**src/rtl/mksc_pkg.sv**
```systemverilog
package mksc_pkg;

	typedef logic signed [1:0] order_t;

	localparam order_t ORD_BEFORE = 2'sb11;
	localparam order_t ORD_EQUAL  = 2'sb00;
	localparam order_t ORD_AFTER  = 2'sb01;

	typedef enum logic [3:0] {
		TY_INT8     = 4'd0,
		TY_INT16    = 4'd1,
		TY_INT32    = 4'd2,
		TY_INT64    = 4'd3,
		TY_UINT8    = 4'd4,
		TY_UINT16   = 4'd5,
		TY_UINT32   = 4'd6,
		TY_UINT64   = 4'd7,
		TY_FLOAT    = 4'd8,
		TY_DOUBLE   = 4'd9,
		TY_DATE     = 4'd10,
		TY_DATETIME = 4'd11,
		TY_TIME     = 4'd12
	} key_type_t;

	typedef enum logic [2:0] {
		KIND_SIGNED,
		KIND_UNSIGNED,
		KIND_FLOAT,
		KIND_TIME,
		KIND_NONE
	} key_kind_t;

	typedef enum logic [1:0] {
		REG_KEY_TYPE  = 2'd0,
		REG_DESCEND   = 2'd1,
		REG_NULLS     = 2'd2,
		REG_UNUSED    = 2'd3
	} reg_index_t;

	localparam int unsigned REG_SLOTS = 8;
	localparam logic [63:0] TIME_TOP  = 64'h8000_0000_0000_0000;

	localparam logic [63:0] FLT_EXPO  = 64'h0000_0000_7F80_0000;
	localparam logic [63:0] FLT_MANT  = 64'h0000_0000_007F_FFFF;
	localparam logic [63:0] DBL_EXPO  = 64'h7FF0_0000_0000_0000;
	localparam logic [63:0] DBL_MANT  = 64'h000F_FFFF_FFFF_FFFF;

endpackage

```
**src/rtl/multi_key_sort_comparator.sv**
```systemverilog
// A key transfer is captured in the input register; the row result then passes to the
// result register. Throughput: one key transfer per cycle, except while the last key of
// a row waits in the input register on an untaken result; the row result is emitted on
// the key that carries last_key. The compare is one 64-bit magnitude compare per key.
// Reset (arst_n low, asynchronous): configuration registers cleared to zero, key position
// zero, decided order equal, no transfer pending.
module multi_key_sort_comparator #(
	parameter int unsigned MAX_KEYS = 8
) (
	input  logic               clk,
	input  logic               arst_n,
	// configuration port
	input  logic               psel,
	input  logic               penable,
	input  logic               pwrite,
	input  logic [3:0]         paddr,
	input  logic [31:0]        pwdata,
	output logic [31:0]        prdata,
	output logic               pready,
	// key pair channel
	input  logic               item_valid,
	output logic               item_ready,
	input  logic [63:0]        value_a,
	input  logic [63:0]        value_b,
	input  logic               last_key,
	// row result channel
	output logic               result_valid,
	input  logic               result_ready,
	output mksc_pkg::order_t   order,
	output logic               a_less
);
	import mksc_pkg::*;

	// position counter saturates at MAX_KEYS, so it needs room for MAX_KEYS itself
	localparam int unsigned PW        = $clog2(MAX_KEYS + 1);
	localparam int unsigned KEY_LIMIT = (MAX_KEYS < REG_SLOTS) ? MAX_KEYS : REG_SLOTS;

	// configuration registers
	logic [31:0] key_type_q;
	logic [7:0]  descend_q;
	logic [7:0]  nulls_q;

	// row state: position of the next key to arrive and the order decided so far
	logic [PW-1:0] pos_q;
	order_t        decided_q;

	// input register
	logic          valid_s1;
	logic [63:0]   a_s1;
	logic [63:0]   b_s1;
	logic          last_s1;
	logic [PW-1:0] pos_s1;

	// result register
	logic   out_valid_q;
	order_t order_q;

	logic   s1_adv;
	order_t key_res;
	order_t row_res;

	//------------------------------------------------------------------
	// Configuration port: zero wait states, write on the access phase.
	//------------------------------------------------------------------
	assign pready = 1'b1;

	always_ff @(posedge clk or negedge arst_n) begin
		if (!arst_n) begin
			key_type_q <= '0;
			descend_q  <= '0;
			nulls_q    <= '0;
		end else if (psel && penable && pwrite && pready) begin
			case (reg_index_t'(paddr[3:2]))
				REG_KEY_TYPE: key_type_q <= pwdata;
				REG_DESCEND:  descend_q  <= pwdata[7:0];
				REG_NULLS:    nulls_q    <= pwdata[7:0];
				default:      ;
			endcase
		end
	end

	always_comb begin
		case (reg_index_t'(paddr[3:2]))
			REG_KEY_TYPE: prdata = key_type_q;
			REG_DESCEND:  prdata = {24'd0, descend_q};
			REG_NULLS:    prdata = {24'd0, nulls_q};
			default:      prdata = '0;
		endcase
	end

	//------------------------------------------------------------------
	// Handshake. The input register drains unless it holds the last key
	// of a row and the result register is still waiting for its transfer.
	//------------------------------------------------------------------
	assign s1_adv     = valid_s1 && (!last_s1 || !out_valid_q || result_ready);
	assign item_ready = !valid_s1 || s1_adv;

	// Stamp each key with its position as it enters; the counter sits at
	// MAX_KEYS for keys past the end, which are then ignored.
	always_ff @(posedge clk or negedge arst_n) begin
		if (!arst_n) begin
			pos_q <= '0;
		end else if (item_valid && item_ready) begin
			if (last_key) begin
				pos_q <= '0;
			end else if (pos_q < PW'(MAX_KEYS)) begin
				pos_q <= pos_q + PW'(1);
			end
		end
	end

	always_ff @(posedge clk or negedge arst_n) begin
		if (!arst_n) begin
			valid_s1 <= 1'b0;
		end else if (item_valid && item_ready) begin
			valid_s1 <= 1'b1;
		end else if (s1_adv) begin
			valid_s1 <= 1'b0;
		end
	end

	always_ff @(posedge clk) begin
		if (item_valid && item_ready) begin
			a_s1    <= value_a;
			b_s1    <= value_b;
			last_s1 <= last_key;
			pos_s1  <= pos_q;
		end
	end

	//------------------------------------------------------------------
	// Per-key compare. Each type maps both values onto unsigned keys so a
	// single magnitude compare decides:
	//   signed  - flip the sign bit
	//   float   - negative: invert all bits; positive: set the sign bit
	//   time    - flip the top bit; both negative: drop the top bit and invert the order
	// Null sentinels are checked first and ignore the direction bit.
	//------------------------------------------------------------------
	logic [31:0] pos_ext;
	logic [2:0]  pos_idx;
	logic        key_live;
	key_type_t   ty;
	key_kind_t   kind;
	logic [63:0] mask;
	logic [63:0] sign;
	logic [63:0] nul;
	logic [63:0] expo;
	logic [63:0] mant;
	logic [63:0] am;
	logic [63:0] bm;
	logic [63:0] ka;
	logic [63:0] kb;
	logic        na;
	logic        nb;
	logic        force_eq;
	logic        inv;
	logic        flip;
	logic        gt;
	logic        lt;

	always_comb begin
		pos_ext  = 32'(pos_s1);
		pos_idx  = pos_ext[2:0];
		key_live = pos_ext < KEY_LIMIT;
		ty       = key_type_t'(key_type_q[{pos_idx, 2'b00} +: 4]);

		kind = KIND_NONE;
		mask = '0;
		sign = '0;
		nul  = '0;
		case (ty)
			TY_INT8: begin
				kind = KIND_SIGNED;   mask = 64'hFF;        sign = 64'h80;
				nul  = 64'h80;
			end
			TY_INT16: begin
				kind = KIND_SIGNED;   mask = 64'hFFFF;      sign = 64'h8000;
				nul  = 64'h8000;
			end
			TY_INT32: begin
				kind = KIND_SIGNED;   mask = 64'hFFFF_FFFF; sign = 64'h8000_0000;
				nul  = 64'h8000_0000;
			end
			TY_INT64: begin
				kind = KIND_SIGNED;   mask = '1;            sign = TIME_TOP;
				nul  = TIME_TOP;
			end
			TY_UINT8: begin
				kind = KIND_UNSIGNED; mask = 64'hFF;        sign = 64'h80;
				nul  = 64'hFE;
			end
			TY_UINT16: begin
				kind = KIND_UNSIGNED; mask = 64'hFFFF;      sign = 64'h8000;
				nul  = 64'hFFFE;
			end
			TY_UINT32, TY_DATE: begin
				kind = KIND_UNSIGNED; mask = 64'hFFFF_FFFF; sign = 64'h8000_0000;
				nul  = 64'hFFFF_FFFE;
			end
			TY_UINT64, TY_DATETIME: begin
				kind = KIND_UNSIGNED; mask = '1;            sign = TIME_TOP;
				nul  = 64'hFFFF_FFFF_FFFF_FFFE;
			end
			TY_FLOAT: begin
				kind = KIND_FLOAT;    mask = 64'hFFFF_FFFF; sign = 64'h8000_0000;
				nul  = 64'hFFAA_AAAA;
			end
			TY_DOUBLE: begin
				kind = KIND_FLOAT;    mask = '1;            sign = TIME_TOP;
				nul  = 64'hFFFA_AAAA_AAAA_AAAA;
			end
			TY_TIME: begin
				kind = KIND_TIME;     mask = '1;            sign = TIME_TOP;
				nul  = 64'hFFFF_FFFF_FFFF_FFFE;
			end
			default: kind = KIND_NONE;
		endcase

		expo = (ty == TY_DOUBLE) ? DBL_EXPO : FLT_EXPO;
		mant = (ty == TY_DOUBLE) ? DBL_MANT : FLT_MANT;

		am = a_s1 & mask;
		bm = b_s1 & mask;
		na = (am == nul);
		nb = (bm == nul);

		ka       = am;
		kb       = bm;
		force_eq = 1'b0;
		inv      = 1'b0;
		case (kind)
			KIND_SIGNED: begin
				ka = am ^ sign;
				kb = bm ^ sign;
			end
			KIND_UNSIGNED: begin
				ka = am;
				kb = bm;
			end
			KIND_FLOAT: begin
				// NaN on either side, or +0 against -0, compares equal
				force_eq = (((am & expo) == expo) && ((am & mant) != '0)) ||
					(((bm & expo) == expo) && ((bm & mant) != '0)) ||
					(((am & ~sign) == '0) && ((bm & ~sign) == '0));
				ka = ((am & sign) != '0) ? (~am & mask) : (am | sign);
				kb = ((bm & sign) != '0) ? (~bm & mask) : (bm | sign);
			end
			KIND_TIME: begin
				if (((am & TIME_TOP) != '0) && ((bm & TIME_TOP) != '0)) begin
					ka  = am & ~TIME_TOP;
					kb  = bm & ~TIME_TOP;
					inv = 1'b1;
				end else begin
					ka = am ^ TIME_TOP;
					kb = bm ^ TIME_TOP;
				end
			end
			default: force_eq = 1'b1;
		endcase

		gt   = ka > kb;
		lt   = ka < kb;
		flip = inv ^ descend_q[pos_idx];

		if (!key_live || kind == KIND_NONE) begin
			key_res = ORD_EQUAL;
		end else if (na || nb) begin
			if (na && nb) begin
				key_res = ORD_EQUAL;
			end else if (nb) begin
				key_res = nulls_q[pos_idx] ? ORD_BEFORE : ORD_AFTER;
			end else begin
				key_res = nulls_q[pos_idx] ? ORD_AFTER : ORD_BEFORE;
			end
		end else if (force_eq || (!gt && !lt)) begin
			key_res = ORD_EQUAL;
		end else if (gt ^ flip) begin
			key_res = ORD_AFTER;
		end else begin
			key_res = ORD_BEFORE;
		end
	end

	// first nonzero key wins
	assign row_res = (decided_q != ORD_EQUAL) ? decided_q : key_res;

	always_ff @(posedge clk or negedge arst_n) begin
		if (!arst_n) begin
			decided_q <= ORD_EQUAL;
		end else if (s1_adv) begin
			decided_q <= last_s1 ? ORD_EQUAL : row_res;
		end
	end

	//------------------------------------------------------------------
	// Result register: load on the last key, drop on transfer.
	//------------------------------------------------------------------
	always_ff @(posedge clk or negedge arst_n) begin
		if (!arst_n) begin
			out_valid_q <= 1'b0;
		end else begin
			if (result_ready) begin
				out_valid_q <= 1'b0;
			end
			if (s1_adv && last_s1) begin
				out_valid_q <= 1'b1;
			end
		end
	end

	always_ff @(posedge clk) begin
		if (s1_adv && last_s1) begin
			order_q <= row_res;
		end
	end

	assign result_valid = out_valid_q;
	assign order        = order_q;
	assign a_less       = (order_q == ORD_BEFORE);

endmodule

```
**config.mk**
```make
export PLATFORM = sky130hd
export DESIGN_NAME = multi_key_sort_comparator
export DESIGN_NICKNAME = d
export VERILOG_FILES = /design/src/rtl/mksc_pkg.sv /design/src/rtl/multi_key_sort_comparator.sv
export SDC_FILE = /design/constraint.sdc
export NUM_CORES = 1
export LEC_CHECK = 0
export ABC_AREA = 1
export BUFFER_PORTS_ARGS = -buffer_cell sky130_fd_sc_hd__buf_2
export CAP_MARGIN = 25
export CORE_ASPECT_RATIO = 1.1
export CORE_MARGIN = 2
export CORE_UTILIZATION = 35
export DETAILED_ROUTE_END_ITERATION = 6
export MAX_ROUTING_LAYER = met4
export PLACE_DENSITY = 0.54
export SLEW_MARGIN = 20
export SYNTH_ARGS = -nofsm -noshare
export SYNTH_HDL_FRONTEND = slang
export SYNTH_SLANG_ARGS = --single-unit
```
**constraint.sdc**
```tcl
create_clock -name clk -period 7.17 [get_ports clk]
set_input_delay 1.0755 -clock clk [delete_from_list [all_inputs] [get_ports clk]]
set_output_delay 1.0755 -clock clk [all_outputs]
set_load 0.01 [all_outputs]
```
==> results.yml <==
timing:
  timing.fmax_mhz: 153
  fin_crit_sh_pct: 90.9
  setup_viol: 0
  slew_violations: 0
  hold_viol: 0
  worst_pin_slew_ns: 0.919
  skew_ns: 0.0215
  setup_tns_ns: 0
  slew_headroom_pct: 38.7
  rsz0062_at_grt: "no"
  min_period_ns: 6.52
clocking:
  ctsHtreeMaxLevel: 4
  cts_max_path_buffers: 2
  post-cts-setup-buffers: 0
  cts_tree: "built"
  numCtsBuffers: 17
  clkLatencyLatePin_ns: 0.47
  hold_buffers: 0
  clock-sinks: 191
  clockRootBuffer: "clkbuf_16"
  cts_resized: 0
  cts.clk_slew.worst_paths_ns: 0.08
flow_run:
  drv_cap: 0
synthesis:
  synth_mux_area_share_pct: 0.485
  synth-compound-area-share_pct: 18.7
  synthSimpleGateAreaFrac_pct: 24.6
  synth_top_family_by_area: "simple AND/OR/NAND/NOR gates"
  ys.warnings.count: 0
  async_flop_share_pct: 29.3
  synthAdderAreaFrac_pct: 7.45
  synth_nets: 2102
  synth.distinct_cells: 54
  seq_area_frac_synth_pct: 39.2
  synth_edf_count: 135
  synthFlopType: "edfxtp_1"
  synth-seq-cells: 191
  syn-cell-area_sq_um: 13900
  syn_area_per_cell_sq_um: 7.54
  netlist_instances: 1847
  synth-xor-area-share_pct: 0.539
worst_setup_path:
  startpoint_type: "flop"
  path_common_cell: "nand2_1"
  critPathArrivalTime_ns: 6.75
  cp-end-kind: "flop"
  max_stage_delay_ns: 0.67
  cpMaxStageDelayCell: "edfxtp_1"
  cp.required_ns: 7.40
  path_max_fanout: 43
  worstSetupPathType: "reg2reg"
finish:
  synthToLayoutAreaGrowth_pct: 15.2
  final_net_count: 2270
  multi_input_area_sq_um: 7230
  design_area_sq_um: 16000
  n_fill_cell: 4128
  drive_gt1_share_pct: 15.0
  seq_area_sq_um: 5460
drt:
  vias: 13400
  vias_per_cell: 5.29
  wl_microns: 45100
  dr.first_iter.drc_count: 1082
  wl_per_cell_microns: 17.7
  first_pass_iters: 6
  antenna_left: 0
  drc: 0
die:
  start_util_pct: 35.6
  die_h_microns: 213
  num_io_pins: 210
  core_sq_um: 39200
  die_w_microns: 194
  std_cell_rows: 76
  dieArea_sq_um: 41400
placed_design:
  post_dp_cell_area_sq_um: 15400
  portBuffers: 206
  hpwl_microns: 34500
  gp_congestion: 0.934
grt:
  grt_remaining_overflow: 0
  grt_max_degree: 66
  gr-usage-all-layers_pct: 22.4
  antenna_found_initial: 7
  grt_pass1_wl_microns: 69800
  grt_pass1_vias: 12600
outcome:
  status: "complete, no violations"
min_path:
  hold_path.class: "reg2reg"
pwr:
  leakage_nw: 7.48
  power_density_nw_per_um2: 294
  ir_worst_vdd_v: 0.000181
==> registers in the layout, summed over array words and instances, names as in the netlist <==
signal / cells
decided_q: 2
order: 2
valid_s1: 1
key_type_q: 32
a_s1: 64
result_valid: 1
pos_s1: 4
b_s1: 64
pos_q: 4
last_s1: 1
nulls_q: 8
descend_q: 8
==> report_power, final <==
group	switching, W	internal [W]	total [W]	leakage (nW)
Sequential	0.000104	0.00131	0.00142	1.98
Clock	0.000464	0.000515	0.000979	0.295
Combinational	0.00153	0.000784	0.00232	5.20
==> Yosys cell counts (all sizes together), types with 17 or more instances <==
cell type,n,area (sq um)
buf,30,231
dfrtp,56,1400
edfxtp,135,4050
o21ai,279,1410
a21oi,130,651
nor3,17,85.1
nand4,46,303
nand2,409,1580
clkbuf,52,195
nor2,142,551
nand3,148,766
inv,220,831
ha,83,1040
==> through the flow <==
stage | util, % | setup WS [ns] | std cells | hold WS [ns] | power [W]
3_5_place_dp | 39.2 | 0.714 | 2501 | 0.465 | 0.00374
5_1_grt | 41.0 | 0.0408 | 2542 | 0.508 | 0.00515
2_1_floorplan | - | 1.91 | 1847 | 0.442 | 0.00310
4_1_cts | 40.8 | 0.672 | 2533 | 0.483 | 0.00474
6_report | 41.0 | 0.654 | 2542 | 0.488 | 0.00472
3_3_place_gp | 39.2 | 0.796 | 2501 | 0.463 | 0.00369
==> final timing paths <==
path                                start        endpoint  slack [ns]  depth (start not counted)
worst max-delay path            pos_s1[0]        order[1]        0.65                         33
worst max register to register  pos_s1[0]        order[1]        0.65                         33
max in group asynchronous          arst_n    descend_q[4]        5.92                          2
worst min register to register   pos_q[3]       pos_s1[3]        0.49                          0
worst min-delay path             pos_q[3]       pos_s1[3]        0.49                          0
min in group asynchronous          arst_n  key_type_q[30]        0.74                          2
==> area by class of cell <==
class                   instances  share of cell area, %
diodes                          7                  0.109
clock inverters                12                  0.873
well taps                     507                   3.95
clock buffers                  20                   2.85
multi-input cells            1352                   45.1
inverters                     222                   5.24
flip-flops and latches        191                   34.0
repair buffers                231                   7.92
==> cells by family (layout without fill, tap and decap cells) <==
kind of cell / Yosys count / in the layout
AO/OA/AOI/OAI: 475 / 475
XOR/XNOR: 7 / 7
adder cells (fa/ha/maj): 83 / 83
buffers and inverters: 304 / 485
flip-flops: 191 / 191
multiplexers: 6 / 6
other: 1 / 8
AND/OR/NAND/NOR: 780 / 780
==> metal layers <==
metal  share of wire (%)  vias up  GRT usage, %
met4                 1.9        0          7.86
li1                    -     6716             -
met1                  43     6316          27.6
met3                 4.7       41          3.13
met2                  51      371          38.0
met5                   0        -             -
==> worst max-delay path: cells and delay by family (launching register included) <==
kind / cells / cell delay (ns)
and+or+nand+nor: 21 / 3.46
DFF: 1 / 0.67
AOI/OAI and AO/OA: 2 / 0.28
xor gates and xnor gates: 1 / 0.21
adders and majority gates: 2 / 0.55
buffers and inverters: 7 / 1.06
==> placed cells by master, fill, tap and decap left out, types with 10 or more instances in the layout <==
cell type	count
a21oi_1	130
buf_2	206
buf_4	22
clkbuf_16	18
dfrtp_1	56
edfxtp_1	135
ha_1	83
inv_1	212
nand2_1	396
nand2_2	10
nand3_1	146
nand4_1	45
nor2_1	135
nor3_1	17
o211ai_1	11
o21ai_0	261
o21ai_1	16
o32ai_1	13
o41ai_1	13
No activity file was read; power rests on OpenSTA's default activity.
